$ cat src/rtl/core/imrc_pkg.sv
package imrc_pkg;

    typedef enum logic [1:0] {
        OP_SETUP    = 2'd0,
        OP_TEARDOWN = 2'd1,
        OP_WRITE    = 2'd2,
        OP_DOORBELL = 2'd3
    } t_op;

    typedef enum logic [2:0] {
        STS_OK        = 3'd0,
        STS_BAD_SLOT  = 3'd1,
        STS_ACTIVE    = 3'd2,
        STS_INACTIVE  = 3'd3,
        STS_TAIL_BIG  = 3'd4,
        STS_SHORT_HDR = 3'd5,
        STS_BAD_LEN   = 3'd6,
        STS_RSVD      = 3'd7
    } t_status;

    typedef enum logic [2:0] {
        K_NONE    = 3'd0,
        K_DATA    = 3'd1,
        K_NOTIFY  = 3'd2,
        K_STATUS  = 3'd3,
        K_UNKNOWN = 3'd4
    } t_kind;

    typedef enum logic [3:0] {
        S_CLR_ALL,
        S_IDLE,
        S_DECODE,
        S_CLR_SLOT,
        S_SETUP_DONE,
        S_LOOP,
        S_HDR,
        S_ALIGN,
        S_MSG
    } t_state;

    localparam int CFG_AW = 4;
    localparam logic [1:0] REG_DATA_CODE   = 2'd0;
    localparam logic [1:0] REG_NOTIFY_CODE = 2'd1;
    localparam logic [1:0] REG_STATUS_CODE = 2'd2;

    localparam int MAX_RESULTS = 64;
    localparam int RES_CNT_W   = 6;
    localparam logic [2:0] SLOT_NONE = 3'd7;

    typedef struct packed {
        logic [1:0]  op;
        logic [2:0]  slot;
        logic [6:0]  word_index;
        logic [63:0] word_value;
        logic [11:0] doorbell_offset;
        logic [31:0] doorbell_value;
    } t_in_beat;

    typedef struct packed {
        logic [2:0]  slot_out;
        logic [2:0]  status;
        logic [2:0]  kind;
        logic [9:0]  msg_length;
        logic [9:0]  payload_bytes;
        logic [9:0]  head_after;
        logic [31:0] data_messages_total;
        logic [31:0] data_bytes_total;
        logic        last;
    } t_out_beat;

    typedef struct packed {
        logic [15:0] data_code;
        logic [15:0] notify_code;
        logic [15:0] status_code;
    } t_cfg;

endpackage

$ cat src/rtl/core/imrc_cfg.sv
module imrc_cfg
    import imrc_pkg::*;
(
    input  logic              i_clk,
    input  logic              i_rst_n,
    input  logic              psel,
    input  logic              penable,
    input  logic              pwrite,
    input  logic [CFG_AW-1:0] paddr,
    input  logic [31:0]       pwdata,
    output logic [31:0]       prdata,
    output logic              pready,
    output t_cfg              o_cfg
);

    t_cfg r_cfg;
    logic wr;

    assign pready = 1'b1;
    assign wr     = psel && penable && pwrite;
    assign o_cfg  = r_cfg;

    always_ff @(posedge i_clk) begin
        if (!i_rst_n) begin
            r_cfg.data_code   <= 16'd1;
            r_cfg.notify_code <= 16'd2;
            r_cfg.status_code <= 16'd3;
        end else if (wr) begin
            unique case (paddr[3:2])
                REG_DATA_CODE:   r_cfg.data_code   <= pwdata[15:0];
                REG_NOTIFY_CODE: r_cfg.notify_code <= pwdata[15:0];
                REG_STATUS_CODE: r_cfg.status_code <= pwdata[15:0];
                default: ;
            endcase
        end
    end

    always_comb begin
        unique case (paddr[3:2])
            REG_DATA_CODE:   prdata = {16'd0, r_cfg.data_code};
            REG_NOTIFY_CODE: prdata = {16'd0, r_cfg.notify_code};
            REG_STATUS_CODE: prdata = {16'd0, r_cfg.status_code};
            default:         prdata = 32'd0;
        endcase
    end

endmodule

$ cat config.mk
export PLATFORM = sky130hd
export DESIGN_NAME = imrc_cfg
export DESIGN_NICKNAME = d
export VERILOG_FILES = /design/src/rtl/core/imrc_pkg.sv /design/src/rtl/core/imrc_cfg.sv
export SDC_FILE = /design/constraint.sdc
export NUM_CORES = 1
export LEC_CHECK = 0
export BUFFER_PORTS_ARGS = -buffer_cell sky130_fd_sc_hd__buf_2
export CAP_MARGIN = 20
export CORE_MARGIN = 2
export CORE_UTILIZATION = 25
export CTS_CLUSTER_SIZE = 12
export DETAILED_ROUTE_END_ITERATION = 16
export PLACE_DENSITY = 0.55
export SYNTH_ARGS = -nofsm -noshare
export SYNTH_HDL_FRONTEND = slang
export SYNTH_SLANG_ARGS = --single-unit
$ cat constraint.sdc
create_clock -name i_clk -period 1.15 [get_ports i_clk]
set_input_delay 0.115 -clock i_clk [delete_from_list [all_inputs] [get_ports i_clk]]
set_output_delay 0.115 -clock i_clk [all_outputs]
set_load 0.02 [all_outputs]
==> flow_summary.rst, run 1 <==
.. list-table::
   :header-rows: 1

   * - Metric
     - Value
   * - Number of global-route vias before repair
     - 1,809
   * - Combinational family with the most area after synthesis
     - multiplexers
   * - Mux share of post-synthesis cell area
     - 0.279
   * - Non-Filler Instances
     - 461
   * - Unrepaired setup endpoints after global routing
     - yes
   * - Ranking of synthesized cells by area
     - sky130_fd_sc_hd__dfxtp_1 (42%), sky130_fd_sc_hd__mux2i_1 (28%), sky130_fd_sc_hd__nand2_1 (12%), sky130_fd_sc_hd__buf_4 (6.2%), sky130_fd_sc_hd__o21ai_0 (3.5%)
   * - Layout cells sized above 1
     - 0.445
   * - Synthesis-to-layout area growth
     - 37.5%
   * - Overall Global Routing Usage
     - 0.120
   * - Compound-cell area share of the yosys netlist
     - 0.0348
   * - Simple-gate area share of the yosys netlist
     - 0.173
   * - Avg Vias per Cell
     - 4.29
   * - Final Total Pwr
     - 3.20 mW
   * - Setup skew after layout
     - 0 ns
   * - Root Driver
     - sky130_fd_sc_hd__clkbuf_8
   * - Later-pin clock latency in the skew report
     - 0.29 ns
   * - Cell area after synthesis
     - 2300 um^2
   * - Fraction of registers with async set/reset
     - 0
   * - Post-Synth XOR/XNOR Area
     - 0
   * - Sequential share of the synthesized area
     - 0.418
   * - Antenna-violating nets left
     - 0
   * - R2R depth
     - 3
   * - Number of buffers inserted by hold repair at cts
     - 0
   * - Fill cells
     - 903
   * - Multi-input gate area
     - 1190 um^2
   * - Port bufs
     - 86
   * - Part of the power in combinational logic
     - 0.135
   * - Class of the most critical setup path
     - flop to primary output
   * - Final slew viol count
     - 0
   * - Number of synthesized flops with an enable pin
     - 0
   * - TritonCTS clock tree
     - yes
   * - IR drop worst, VDD
     - 0.349 mV
   * - Category of the worst setup path launch point
     - flop
   * - # diodes
     - 0
   * - Floorplan die height
     - 99.9 um
   * - Clock sink count
     - 48
   * - Highest clock rate
     - 890 MHz
   * - Switching pwr
     - 0.816 mW
   * - Final standard cell area without fillers
     - 3160 um^2
   * - Final number of setup-violating endpoints
     - 0
   * - Largest register FFs
     - 48
   * - Total number of placement rows
     - 34
   * - Wire length after detailed routing
     - 6.12 mm
   * - Clock input transition at the sequential cells of the worst setup and hold paths
     - 0.08 ns
   * - Clock buffer depth
     - 2
   * - PD cells
     - 1010 nW/um^2
   * - Average cell area after synthesis
     - 9.13 um^2
   * - Clk network pwr share
     - 0.334
   * - Leading cell type by number of instances after synthesis
     - sky130_fd_sc_hd__nand2_1
   * - Number of DRC markers in iteration 0
     - 56
   * - Pre-antenna DRT Iters
     - 4
   * - Top cell types by occurrence after synthesis
     - sky130_fd_sc_hd__nand2_1 (76), sky130_fd_sc_hd__mux2i_1 (64), sky130_fd_sc_hd__dfxtp_1 (48)
   * - Worst Setup End Kind
     - primary output
   * - Top delay family on crit path
     - flip-flops
   * - Area of the die
     - 9980 um^2
   * - Cell accounting for the most synthesized area
     - sky130_fd_sc_hd__dfxtp_1
   * - Routed vias
     - 1,977
   * - Placeable core region
     - 8810 um^2
   * - Post-Place Cells
     - 444
   * - Largest net degree at the start of global routing
     - 32
   * - Antenna violations before repair
     - 0
   * - Time the final worst path needs with I/O delays and setup
     - 1.12 ns
   * - Status
     - completed
   * - Post-Route Setup TNS
     - 0 ns
   * - Largest stage delay on the critical path
     - 0.35 ns
   * - Leakage power total
     - 1.57 nW
   * - Arithmetic-cell share of the synthesized area counting full adders, half adders and majority gates
     - 0
   * - Unique masters post-synth
     - 15
   * - Critical Path RT
     - 1.03 ns
   * - Global-route wire length before repair
     - 9.43 mm
   * - Mean routed wirelength per cell
     - 13.3 um
   * - Initial standard-cell utilization of the core
     - 0.261
   * - Arrival time of data at the critical path endpoint
     - 1.01 ns
   * - Highest net fanout along the worst path
     - 3
   * - Worst setup slack after placement
     - -0.0504 ns
   * - Fraction of power spent switching nets
     - 0.255
   * - Top-level I/O count
     - 122
   * - Number of synthesized register bits
     - 48
   * - Setup slack of the critical path after layout
     - 0.0263 ns
   * - Max-capacitance violation count
     - 0
   * - Internal power summed over all cells
     - 2.39 mW
   * - Number of buffer and inverter instances along the worst setup path
     - 1
   * - Post-layout net count
     - 394
   * - Seq pwr share
     - 0.531
   * - Weighted congestion at the end of routability-driven global placement
     - 0.683
   * - Period utilization
     - 0.977
   * - Width of the chip
     - 99.9 um
   * - Clock buffer count from CTS
     - 5
   * - Post-detailed-placement half-perimeter wirelength
     - 4.41 mm
   * - Global route overflow
     - 0
   * - Final Hold Vio Count
     - 0
   * - # H-tree levels
     - 2
   * - Total stage count of the critical path
     - 3
   * - Cells along the critical path
     - mux2i_1 > o21ai_1 > buf_4
   * - Cell count after synthesis
     - 252
   * - Most common flop cell mapped by yosys
     - sky130_fd_sc_hd__dfxtp_1
   * - Path type of the worst min-delay path
     - primary input to flop
   * - Count of synthesis-stage warnings from yosys
     - 0
   * - WHS Path Cells
     - 3
   * - Top cell type's share of synthesized area
     - 0.418
   * - Slowest cell on crit path
     - sky130_fd_sc_hd__dfxtp_2
   * - Area post-placement
     - 2900 um^2
   * - FF+latch area
     - 1000 um^2
   * - Drt drc
     - 0
==> power by group through the flow <==
| stage | registers, mW | logic, mW | clock network [mW] |
|---|---|---|---|
| 6_report | 1.70 | 0.432 | 1.07 |
| 5_1_grt | 1.70 | 0.470 | 1.18 |
| 4_1_cts | 1.70 | 0.428 | 1.13 |
| 3_5_place_dp | 1.74 | 0.418 | 0 |
| 3_3_place_gp | 1.74 | 0.413 | 0 |
| 2_1_floorplan | 1.76 | 0.266 | 0 |
==> worst register-to-register path: cells and delay by family (launching register included) <==
family / cells / cell delay, ns
buf+inv: 1 / 0.13
flops: 1 / 0.33
simple gates: 1 / 0.09
mux: 1 / 0.07
==> kinds of logic after synthesis <==
| group | after synthesis |
|---|---|
| buffers and inverters | 34 |
| other | 2 |
| muxes | 64 |
| and+or+nand+nor | 88 |
| AOI/OAI and AO/OA | 16 |
| DFF | 48 |
==> metal layers <==
layer,part of all wire,wire length [um],vias to the layer above,GRT usage
met5,0,0,-,0
met4,0.0051,31,0,0.0285
met3,0.062,379,4,0.0320
met2,0.47,2850,73,0.198
met1,0.47,2860,902,0.156
li1,-,-,998,-
==> per-stage QoR <==
step	utilization	hold slack, ns
6_report	0.359	0.0764
5_1_grt	0.359	0.102
4_1_cts	0.349	0.0636
3_5_place_dp	0.329	0.390
3_3_place_gp	0.329	0.377
2_1_floorplan	-	0.257
==> placed cells by master, fill, tap and decap left out <==
master                     instances
sky130_fd_sc_hd__nor2b_4           1
sky130_fd_sc_hd__nand2_1          76
sky130_fd_sc_hd__o21ai_1          16
sky130_fd_sc_hd__buf_2            70
sky130_fd_sc_hd__buf_4            37
sky130_fd_sc_hd__or3b_1            1
sky130_fd_sc_hd__nand3_2           1
sky130_fd_sc_hd__buf_12            5
sky130_fd_sc_hd__dfxtp_2          32
sky130_fd_sc_hd__nor3_4            1
sky130_fd_sc_hd__nor2b_1           6
sky130_fd_sc_hd__mux2i_1          64
sky130_fd_sc_hd__nand4_4           1
sky130_fd_sc_hd__conb_1           17
sky130_fd_sc_hd__clkbuf_8          7
sky130_fd_sc_hd__nor3b_2           1
sky130_fd_sc_hd__buf_6             1
sky130_fd_sc_hd__dfxtp_1          16
==> path summary, 6_finish.rpt <==
| check | startpoint | to | slack [ns] |
|---|---|---|---|
| setup / recovery | o_cfg[17]$_SDFFE_PN1P_ | prdata[1] | 0.03 |
| hold / removal | pwdata[0] | o_cfg[16]$_SDFFE_PN0P_ | 0.08 |
| setup reg to reg | o_cfg[32]$_SDFFE_PN1P_ | o_cfg[32]$_SDFFE_PN1P_ | 0.43 |
| hold reg to reg | o_cfg[30]$_SDFFE_PN0P_ | o_cfg[30]$_SDFFE_PN0P_ | 0.47 |
==> cell type report <==
class | count | share of cell area
Multi-Input combinational cell | 185 | 0.376
Sequential cell | 48 | 0.317
Timing Repair Buffer | 113 | 0.234
Tap cell | 108 | 0.0427
Clock buffer | 7 | 0.0305
==> timing repair <==
item | 4_1_cts | 5_1_grt
resized for setup | 31 | 25
setup endpoints to repair | 13 | 16
pin swaps | 0 | 3
setup buffers | 4 | 6
No activity file was read; power rests on OpenSTA's default activity.
==> inputs of run 2 (changes only) <==
--- a/config.mk
+++ b/config.mk
@@ -5,9 +5,9 @@
 export SDC_FILE = /design/constraint.sdc
 export NUM_CORES = 1
 export LEC_CHECK = 0
+export ABC_AREA = 1
 export BUFFER_PORTS_ARGS = -buffer_cell sky130_fd_sc_hd__buf_2
 export CAP_MARGIN = 20
-export CORE_MARGIN = 2
 export CORE_UTILIZATION = 25
 export CTS_CLUSTER_SIZE = 12
 export DETAILED_ROUTE_END_ITERATION = 16
==> run 2 against run 1 <==
  * Clock skew stayed put
  * Largest power group unchanged
  * Cell count is 27% higher
  * Combinational power is 26% higher
  * Global-route usage is 2.2 points higher
==> flow_summary.rst, run 2 <==
.. list-table::
   :header-rows: 1

   * - Metric
     - Value
   * - Status
     - completed (unchanged)
   * - Top delay family on crit path
     - buffers and inverters (was flip-flops)
   * - Class of the most critical setup path
     - primary input to primary output (was flop to primary output)
   * - Width of the chip
     - 100 um (was 99.9 um)
   * - Weighted congestion at the end of routability-driven global placement
     - 0.759 (was 0.683)
   * - Average cell area after synthesis
     - 6.47 um^2 (was 9.13 um^2)
   * - R2R depth
     - 2 (was 3)
   * - Clock sink count
     - 48 (unchanged)
   * - Wire length after detailed routing
     - 6.81 mm (was 6.12 mm)
   * - Antenna-violating nets left
     - 0 (unchanged)
   * - Post-Place Cells
     - 579 (was 444)
   * - Final number of setup-violating endpoints
     - 0 (unchanged)
   * - Area of the die
     - 10,000 um^2 (was 9980 um^2)
   * - Fraction of registers with async set/reset
     - 0 (unchanged)
   * - Setup skew after layout
     - 0 ns (unchanged)
   * - Unique masters post-synth
     - 15 (unchanged)
   * - Drt drc
     - 0 (unchanged)
   * - IR drop worst, VDD
     - 0.504 mV (was 0.349 mV)
   * - Top cell type's share of synthesized area
     - 0.399 (was 0.418)
   * - Leakage power total
     - 1.58 nW (was 1.57 nW)
   * - Largest register FFs
     - 48 (unchanged)
   * - Path type of the worst min-delay path
     - primary input to flop (unchanged)
   * - Post-detailed-placement half-perimeter wirelength
     - 4.65 mm (was 4.41 mm)
   * - Number of synthesized register bits
     - 48 (unchanged)
   * - Top-level I/O count
     - 122 (unchanged)
   * - Number of synthesized flops with an enable pin
     - 0 (unchanged)
   * - Fraction of power spent switching nets
     - 0.277 (was 0.255)
   * - Worst Setup End Kind
     - primary output (unchanged)
   * - Fin Hold WS
     - 0.0780 ns (was 0.0764 ns)
   * - Number of buffer and inverter instances along the worst setup path
     - 4 (was 1)
   * - Seq pwr share
     - 0.494 (was 0.531)
   * - Number of global-route vias before repair
     - 2,263 (was 1,809)
   * - Max-capacitance violation count
     - 0 (unchanged)
   * - Cells along the critical path
     - buf_2 > inv_2 > nor2_2 > buf_12 > nand2_1 > nand3_1 > buf_2 (was mux2i_1 > o21ai_1 > buf_4)
   * - Sequential share of the synthesized area
     - 0.399 (was 0.418)
   * - Clock buffer count from CTS
     - 5 (unchanged)
   * - TritonCTS clock tree
     - yes (unchanged)
   * - Placeable core region
     - 9280 um^2 (was 8810 um^2)
   * - Period utilization
     - 0.943 (was 0.977)
   * - Clk network pwr share
     - 0.349 (was 0.334)
   * - Most common flop cell mapped by yosys
     - sky130_fd_sc_hd__dfxtp_1 (unchanged)
   * - Floorplan die height
     - 100 um (was 99.9 um)
   * - Pre-antenna DRT Iters
     - 4 (unchanged)
   * - Antenna violations before repair
     - 0 (unchanged)
   * - Launch instance of the worst min-delay path
     - pwdata[0] (unchanged)
   * - Avg Vias per Cell
     - 4.25 (was 4.29)
   * - Global route overflow
     - 0 (unchanged)
   * - Layout cells sized above 1
     - 0.279 (was 0.445)
   * - Ranking of synthesized cells by area
     - sky130_fd_sc_hd__dfxtp_1 (40%), sky130_fd_sc_hd__nand2_1 (16%), sky130_fd_sc_hd__nor2_1 (14%), sky130_fd_sc_hd__nand3_1 (13%), sky130_fd_sc_hd__buf_4 (7.5%) (was sky130_fd_sc_hd__dfxtp_1 (42%), sky130_fd_sc_hd__mux2i_1 (28%), sky130_fd_sc_hd__nand2_1 (12%), sky130_fd_sc_hd__buf_4 (6.2%), sky130_fd_sc_hd__o21ai_0 (3.5%))
   * - Number of DRC markers in iteration 0
     - 104 (was 56)
   * - Highest clock rate
     - 922 MHz (was 890 MHz)
   * - Cell count after synthesis
     - 372 (was 252)
   * - Hold Path End
     - o_cfg[32]$_SDFFE_PN1P_ (was o_cfg[16]$_SDFFE_PN0P_)
   * - Non-Filler Instances
     - 587 (was 461)
   * - Port bufs
     - 86 (unchanged)
   * - Final Hold Vio Count
     - 0 (unchanged)
   * - Category of the worst setup path launch point
     - primary input (was flop)
   * - Routed vias
     - 2,493 (was 1,977)
   * - # H-tree levels
     - 2 (unchanged)
   * - Part of the power in combinational logic
     - 0.156 (was 0.135)
   * - Critical Path RT
     - 1.03 ns (about the same)
   * - Largest net degree at the start of global routing
     - 49 (was 32)
   * - Most used cell, CP
     - sky130_fd_sc_hd__buf_2
   * - Commonest non-fill, non-tap cells in the layout
     - sky130_fd_sc_hd__nand2_1 (103), sky130_fd_sc_hd__nor2_1 (88), sky130_fd_sc_hd__buf_2 (86) (was sky130_fd_sc_hd__nand2_1 (76), sky130_fd_sc_hd__buf_2 (70), sky130_fd_sc_hd__mux2i_1 (64))
   * - # diodes
     - 0 (unchanged)
   * - Switching pwr
     - 0.968 mW (was 0.816 mW)
   * - Internal power summed over all cells
     - 2.53 mW (was 2.39 mW)
   * - Time the final worst path needs with I/O delays and setup
     - 1.08 ns (was 1.12 ns)
   * - Largest stage delay on the critical path
     - 0.20 ns (was 0.35 ns)
   * - Later-pin clock latency in the skew report
     - 0.29 ns (about the same)
   * - Most common cell after layout, fill and taps aside
     - sky130_fd_sc_hd__nand2_1 (unchanged)
   * - Overall Global Routing Usage
     - 0.141 (was 0.120)
   * - Slowest cell on crit path
     - sky130_fd_sc_hd__buf_12 (was sky130_fd_sc_hd__dfxtp_2)
   * - Setup slack of the most critical reg-to-reg path
     - 0.53 ns (was 0.43 ns)
   * - Arrival time of data at the critical path endpoint
     - 0.97 ns (was 1.01 ns)
   * - Synthesis-to-layout area growth
     - 30.2% (was 37.5%)
   * - Leading cell type by number of instances after synthesis
     - sky130_fd_sc_hd__nand2_1 (unchanged)
   * - Clock buffer depth
     - 2 (unchanged)
   * - Post-layout net count
     - 498 (was 394)
   * - Final Total Pwr
     - 3.49 mW (was 3.20 mW)
   * - Count of synthesis-stage warnings from yosys
     - 0 (unchanged)
   * - WHS Path Cells
     - 3 (unchanged)
   * - Cell area after synthesis
     - 2410 um^2 (was 2300 um^2)
   * - Clock input transition at the sequential cells of the worst setup and hold paths
     - 0.09 ns (was 0.08 ns)
   * - Highest net fanout along the worst path
     - 23 (was 3)
   * - Unrepaired setup endpoints after global routing
     - yes (unchanged)
   * - PD cells
     - 1110 nW/um^2 (was 1010 nW/um^2)
   * - Final slew viol count
     - 0 (unchanged)
   * - Post-CTS setup buffer count
     - 0 (was 4)
   * - Initial standard-cell utilization of the core
     - 0.259 (was 0.261)
   * - Critical R2R Capture
     - o_cfg[17]$_SDFFE_PN1P_ (was o_cfg[32]$_SDFFE_PN1P_)
   * - Cell accounting for the most synthesized area
     - sky130_fd_sc_hd__dfxtp_1 (unchanged)
   * - Root Driver
     - sky130_fd_sc_hd__clkbuf_8 (unchanged)
   * - Top cell types by occurrence after synthesis
     - sky130_fd_sc_hd__nand2_1 (103), sky130_fd_sc_hd__nor2_1 (90), sky130_fd_sc_hd__nand3_1 (64) (was sky130_fd_sc_hd__nand2_1 (76), sky130_fd_sc_hd__mux2i_1 (64), sky130_fd_sc_hd__dfxtp_1 (48))
   * - Startpoint of the lowest-slack register-to-register path
     - o_cfg[17]$_SDFFE_PN1P_ (was o_cfg[32]$_SDFFE_PN1P_)
   * - Mean routed wirelength per cell
     - 11.6 um (was 13.3 um)
   * - Total number of placement rows
     - 35 (was 34)
   * - Global-route wire length before repair
     - 11.1 mm (was 9.43 mm)
[run 2: cell types whose count changed after synthesis, sizes merged, moves of 14 or more]
| cell | previous run | this run |
|---|---|---|
| inv | 0 | 19 |
| mux2i | 64 | 0 |
| nand2 | 76 | 103 |
| nand3 | 1 | 65 |
| nor2 | 0 | 95 |
| o21ai | 16 | 2 |
[run 2: metal layers]
layer	vias up	GRT usage	routed length, um	part of all wire
met2	73	0.232	3020	0.44
met5	-	0	0	0
met3	4	0.0244	319	0.047
met1	1133	0.191	3430	0.50
met4	0	0.0368	41	0.0060
li1	1283	-	-	-
[run 2: final cells by class]
type	count	area [um^2]
Fill cell	1039	6150
Multi-Input combinational cell	282	1190
Sequential cell	48	973
Timing Repair Buffer	101	631
Tap cell	129	161
Clock buffer	6	72.6
Inverter	19	71.3
Clock inverter	2	35.0
[run 2: timing repair]
item / CTS / global route
endpoints found under the setup margin: 0 / 10
hold buffers: 0 / 0
gates resized for setup: 0 / 10
[run 2: worst min-delay path, cell delays in order]
cell,delay [ns]
sky130_fd_sc_hd__buf_2,0.10
sky130_fd_sc_hd__nand2_1,0.05
sky130_fd_sc_hd__nand3_1,0.07
[run 2: kinds of logic (layout without fill, tap and decap cells)]
logic type | Yosys count | after routing | share of synthesized area
buf+inv | 57 | 128 | 0.131
other cells | 2 | 17 | 0.00312
simple gates | 263 | 263 | 0.462
flops | 48 | 48 | 0.399
compound gates | 2 | 2 | 0.00416
[run 2: power groups by stage]
stage / Sequential, mW / Clock (mW) / Combinational, mW
2_1_floorplan: 1.81 / 0 / 0.347
3_3_place_gp: 1.76 / 0 / 0.547
3_5_place_dp: 1.76 / 0 / 0.549
4_1_cts: 1.73 / 1.29 / 0.550
5_1_grt: 1.73 / 1.35 / 0.605
6_report: 1.73 / 1.22 / 0.546
[run 2: how the worst max path moves through the flow]
stage	from	end	slack (ns)	cells after the start
6_report	paddr[2]	prdata[5]	0.07	7
5_1_grt	paddr[2]	prdata[5]	-0.01	7
4_1_cts	o_cfg[47]$_SDFFE_PN0P_	prdata[15]	0.02	3
3_5_place_dp	paddr[2]	prdata[12]	0.06	7
3_3_place_gp	paddr[3]	prdata[0]	0.08	6
2_1_floorplan	paddr[3]	prdata[10]	0.22	4
[run 2: stage by stage]
| stage | TNS (ns) | setup WS [ns] | cell area (um^2) | utilization |
|---|---|---|---|---|
| 6_report | 0 | 0.0656 | 3140 | 0.338 |
| 5_1_grt | -0.0181 | -0.0101 | 3140 | 0.338 |
| 4_1_cts | 0 | 0.0230 | 3120 | 0.337 |
| 3_5_place_dp | 0 | 0.0591 | 3020 | 0.325 |
| 3_3_place_gp | 0 | 0.0751 | 3020 | 0.325 |
| 2_1_floorplan | 0 | 0.222 | 2460 | - |
==> inputs of run 3 (changes only) <==
--- a/config.mk
+++ b/config.mk
@@ -11,7 +11,7 @@
 export CORE_UTILIZATION = 25
 export CTS_CLUSTER_SIZE = 12
 export DETAILED_ROUTE_END_ITERATION = 16
-export PLACE_DENSITY = 0.55
+export PLACE_DENSITY = 0.53
 export SYNTH_ARGS = -nofsm -noshare
 export SYNTH_HDL_FRONTEND = slang
 export SYNTH_SLANG_ARGS = --single-unit
==> constraint.sdc (replaced) <==
create_clock -name i_clk -period 1.1 [get_ports i_clk]
set_input_delay 0.22 -clock i_clk [delete_from_list [all_inputs] [get_ports i_clk]]
set_output_delay 0.22 -clock i_clk [all_outputs]
set_load 0.02 [all_outputs]
==> run 3 against run 2 <==
  * The run now ends with negative setup slack left
  * Sequential power up 5%
  * Flip-flop and latch count unchanged
  * Register-to-register slack worse by 0.06 ns
  * Cell count grew 3.1%
==> flow_summary.rst, run 3 (synthesis results as in run 2) <==
.. list-table::
   :header-rows: 1

   * - Metric
     - Value
   * - Final Hold Vio Count
     - 0 (unchanged)
   * - # H-tree levels
     - 2 (unchanged)
   * - Final slew viol count
     - 0 (unchanged)
   * - Slowest cell on crit path
     - sky130_fd_sc_hd__nor2_4 (was sky130_fd_sc_hd__buf_12)
   * - Pre-antenna DRT Iters
     - 5 (was 4)
   * - Period utilization
     - 1.07
   * - Non-Filler Instances
     - 605 (was 587)
   * - WHS Path Cells
     - 3 (unchanged)
   * - Global-route wire length before repair
     - 12.0 mm (was 11.1 mm)
   * - Unrepaired setup endpoints after global routing
     - yes (unchanged)
   * - Number of global-route vias before repair
     - 2,373 (was 2,263)
   * - Setup slack of the most critical reg-to-reg path
     - 0.47 ns (was 0.53 ns)
   * - Top delay family on crit path
     - buffers and inverters (unchanged)
   * - Total number of placement rows
     - 35 (unchanged)
   * - Most used cell, CP
     - sky130_fd_sc_hd__buf_12 (was sky130_fd_sc_hd__buf_2)
   * - Floorplan die height
     - 100 um (unchanged)
   * - Final core area utilization
     - 0.401 (was 0.338)
   * - Max-capacitance violation count
     - 0 (unchanged)
   * - Category of the worst setup path launch point
     - primary input (unchanged)
   * - Routed vias
     - 2,590 (was 2,493)
   * - Avg Vias per Cell
     - 4.28 (was 4.25)
   * - Launch instance of the worst min-delay path
     - pwdata[0] (unchanged)
   * - PD cells
     - 957 nW/um^2 (was 1110 nW/um^2)
   * - Width of the chip
     - 100 um (unchanged)
   * - Leakage power total
     - 1.98 nW (was 1.58 nW)
   * - Mean routed wirelength per cell
     - 12.5 um (was 11.6 um)
   * - Largest stage delay on the critical path
     - 0.20 ns (about the same)
   * - Drt drc
     - 0 (unchanged)
   * - Fill cells
     - 1,002 (was 1,039)
   * - TritonCTS clock tree
     - yes (unchanged)
   * - Global route overflow
     - 0 (unchanged)
   * - Post-Place Cells
     - 588 (was 579)
   * - Startpoint of the lowest-slack register-to-register path
     - o_cfg[32]$_SDFFE_PN1P_ (was o_cfg[17]$_SDFFE_PN1P_)
   * - Critical Path RT
     - 0.88 ns (was 1.03 ns)
   * - Time the final worst path needs with I/O delays and setup
     - 1.18 ns
   * - Synthesis-to-layout area growth
     - 54.5% (was 30.2%)
   * - R2R depth
     - 2 (unchanged)
   * - Largest net degree at the start of global routing
     - 49 (unchanged)
   * - Clock buffer count from CTS
     - 5 (unchanged)
   * - Layout cells sized above 1
     - 0.432 (was 0.279)
   * - Commonest non-fill, non-tap cells in the layout
     - sky130_fd_sc_hd__nor2_1 (88), sky130_fd_sc_hd__nand2_1 (79), sky130_fd_sc_hd__buf_2 (50) (was sky130_fd_sc_hd__nand2_1 (103), sky130_fd_sc_hd__nor2_1 (88), sky130_fd_sc_hd__buf_2 (86))
   * - Fin Hold WS
     - 0.172 ns (was 0.0780 ns)
   * - Critical R2R Capture
     - o_cfg[32]$_SDFFE_PN1P_ (was o_cfg[17]$_SDFFE_PN1P_)
   * - Area of the die
     - 10,000 um^2 (unchanged)
   * - Cells along the critical path
     - buf_12 > nor2_4 > buf_12 > nand2_4 > nand3_4 > buf_6 (was buf_2 > inv_2 > nor2_2 > buf_12 > nand2_1 > nand3_1 > buf_2)
   * - Weighted congestion at the end of routability-driven global placement
     - 0.767 (was 0.759)
   * - Clock sink count
     - 48 (unchanged)
   * - Worst Setup End Kind
     - primary output (unchanged)
   * - Status
     - finished, violations left (was completed)
   * - Clock input transition at the sequential cells of the worst setup and hold paths
     - 0.09 ns (about the same)
   * - FF+latch area
     - 998 um^2 (was 973 um^2)
   * - Most common cell after layout, fill and taps aside
     - sky130_fd_sc_hd__nor2_1 (was sky130_fd_sc_hd__nand2_1)
   * - Post-layout net count
     - 516 (was 498)
   * - Final number of setup-violating endpoints
     - 16 (was 0)
   * - Top-level I/O count
     - 122 (unchanged)
   * - Path type of the worst min-delay path
     - primary input to flop (unchanged)
   * - Multi-input gate area
     - 1420 um^2 (was 1190 um^2)
   * - Clock buffer depth
     - 2 (unchanged)
   * - Antenna violations before repair
     - 1 (was 0)
   * - Placeable core region
     - 9280 um^2 (unchanged)
   * - Final Total Pwr
     - 3.56 mW (was 3.49 mW)
   * - Highest clock rate
     - 849 MHz
   * - Setup skew after layout
     - 0 ns (unchanged)
   * - Number of buffer and inverter instances along the worst setup path
     - 3 (was 4)
   * - Port bufs
     - 86 (unchanged)
   * - Initial standard-cell utilization of the core
     - 0.259 (unchanged)
   * - Later-pin clock latency in the skew report
     - 0.29 ns (about the same)
   * - Class of the most critical setup path
     - primary input to primary output (unchanged)
   * - Wire length after detailed routing
     - 7.57 mm (was 6.81 mm)
   * - Number of DRC markers in iteration 0
     - 114 (was 104)
   * - IR drop worst, VDD
     - 0.556 mV (was 0.504 mV)
   * - Setup slack of the critical path after layout
     - -0.0781 ns (was 0.0656 ns)
   * - Highest net fanout along the worst path
     - 6 (was 23)
   * - Failing checks
     - negative setup slack
   * - Antenna-violating nets left
     - 0 (unchanged)
   * - Post-detailed-placement half-perimeter wirelength
     - 4.81 mm (was 4.65 mm)
   * - Arrival time of data at the critical path endpoint
     - 0.96 ns (was 0.97 ns)
   * - Overall Global Routing Usage
     - 0.155 (was 0.141)
   * - Largest register FFs
     - 48 (unchanged)
   * - Hold Path End
     - o_cfg[32]$_SDFFE_PN1P_ (unchanged)
   * - Root Driver
     - sky130_fd_sc_hd__clkbuf_8 (unchanged)
==> run 3: tightest hold or removal path: cells and delay by family <==
family	cells	cell delay, ns
buf+inv	1	0.10
simple gates	2	0.11
==> run 3: how the worst max path moves through the flow <==
stage	slack, ns	to	startpoint	cells after the start
floorplan	0.0006	prdata[10]	paddr[3]	5
global placement	-0.22	prdata[15]	paddr[2]	7
detailed placement	-0.20	prdata[15]	paddr[2]	7
CTS	-0.14	prdata[1]	paddr[2]	7
global route	-0.14	prdata[6]	o_cfg[6]$_SDFFE_PN0P_	3
finish	-0.08	prdata[15]	paddr[3]	6
==> run 3: report_power, final <==
group / internal [mW] / total, mW / switching (mW)
registers: 1.78 / 1.82 / 0.0365
logic: 0.288 / 0.719 / 0.431
clock network: 0.435 / 1.03 / 0.593
==> run 3: timing repair <==
item                                    4_1_cts  5_1_grt
pin swaps                                    17        3
endpoints found under the setup margin       17       42
hold buffers                                  0        0
setup buffers                                 8        1
gates cloned                                  3        0
gates resized for setup                     111       50
==> run 3: per-layer routing <==
layer  vias up  GRT usage  routed length [um]
met5         -          0                   0
met4         0     0.0446                 119
met2        87      0.265                3650
met1      1168      0.198                3410
li1       1321          -                   -
met3        14     0.0286                 393
==> run 3: area by class of cell <==
type / count / share of cell area
diodes: 1 / 0.000672
clock inverters: 1 / 0.00134
well taps: 129 / 0.0434
repair buffers: 119 / 0.265
clock buffers: 6 / 0.0195
inverters: 19 / 0.0198
multi-input cells: 282 / 0.382
flip-flops and latches: 48 / 0.268
==> run 3: metrics by stage <==
step                worst slack, ns  cell area, um^2  TNS [ns]
floorplan                  0.000617             2470         0
global placement             -0.224             3100     -3.93
detailed placement           -0.203             3100     -4.23
CTS                          -0.137             3640     -1.61
global route                 -0.135             3720     -1.92
finish                      -0.0781             3720     -1.11
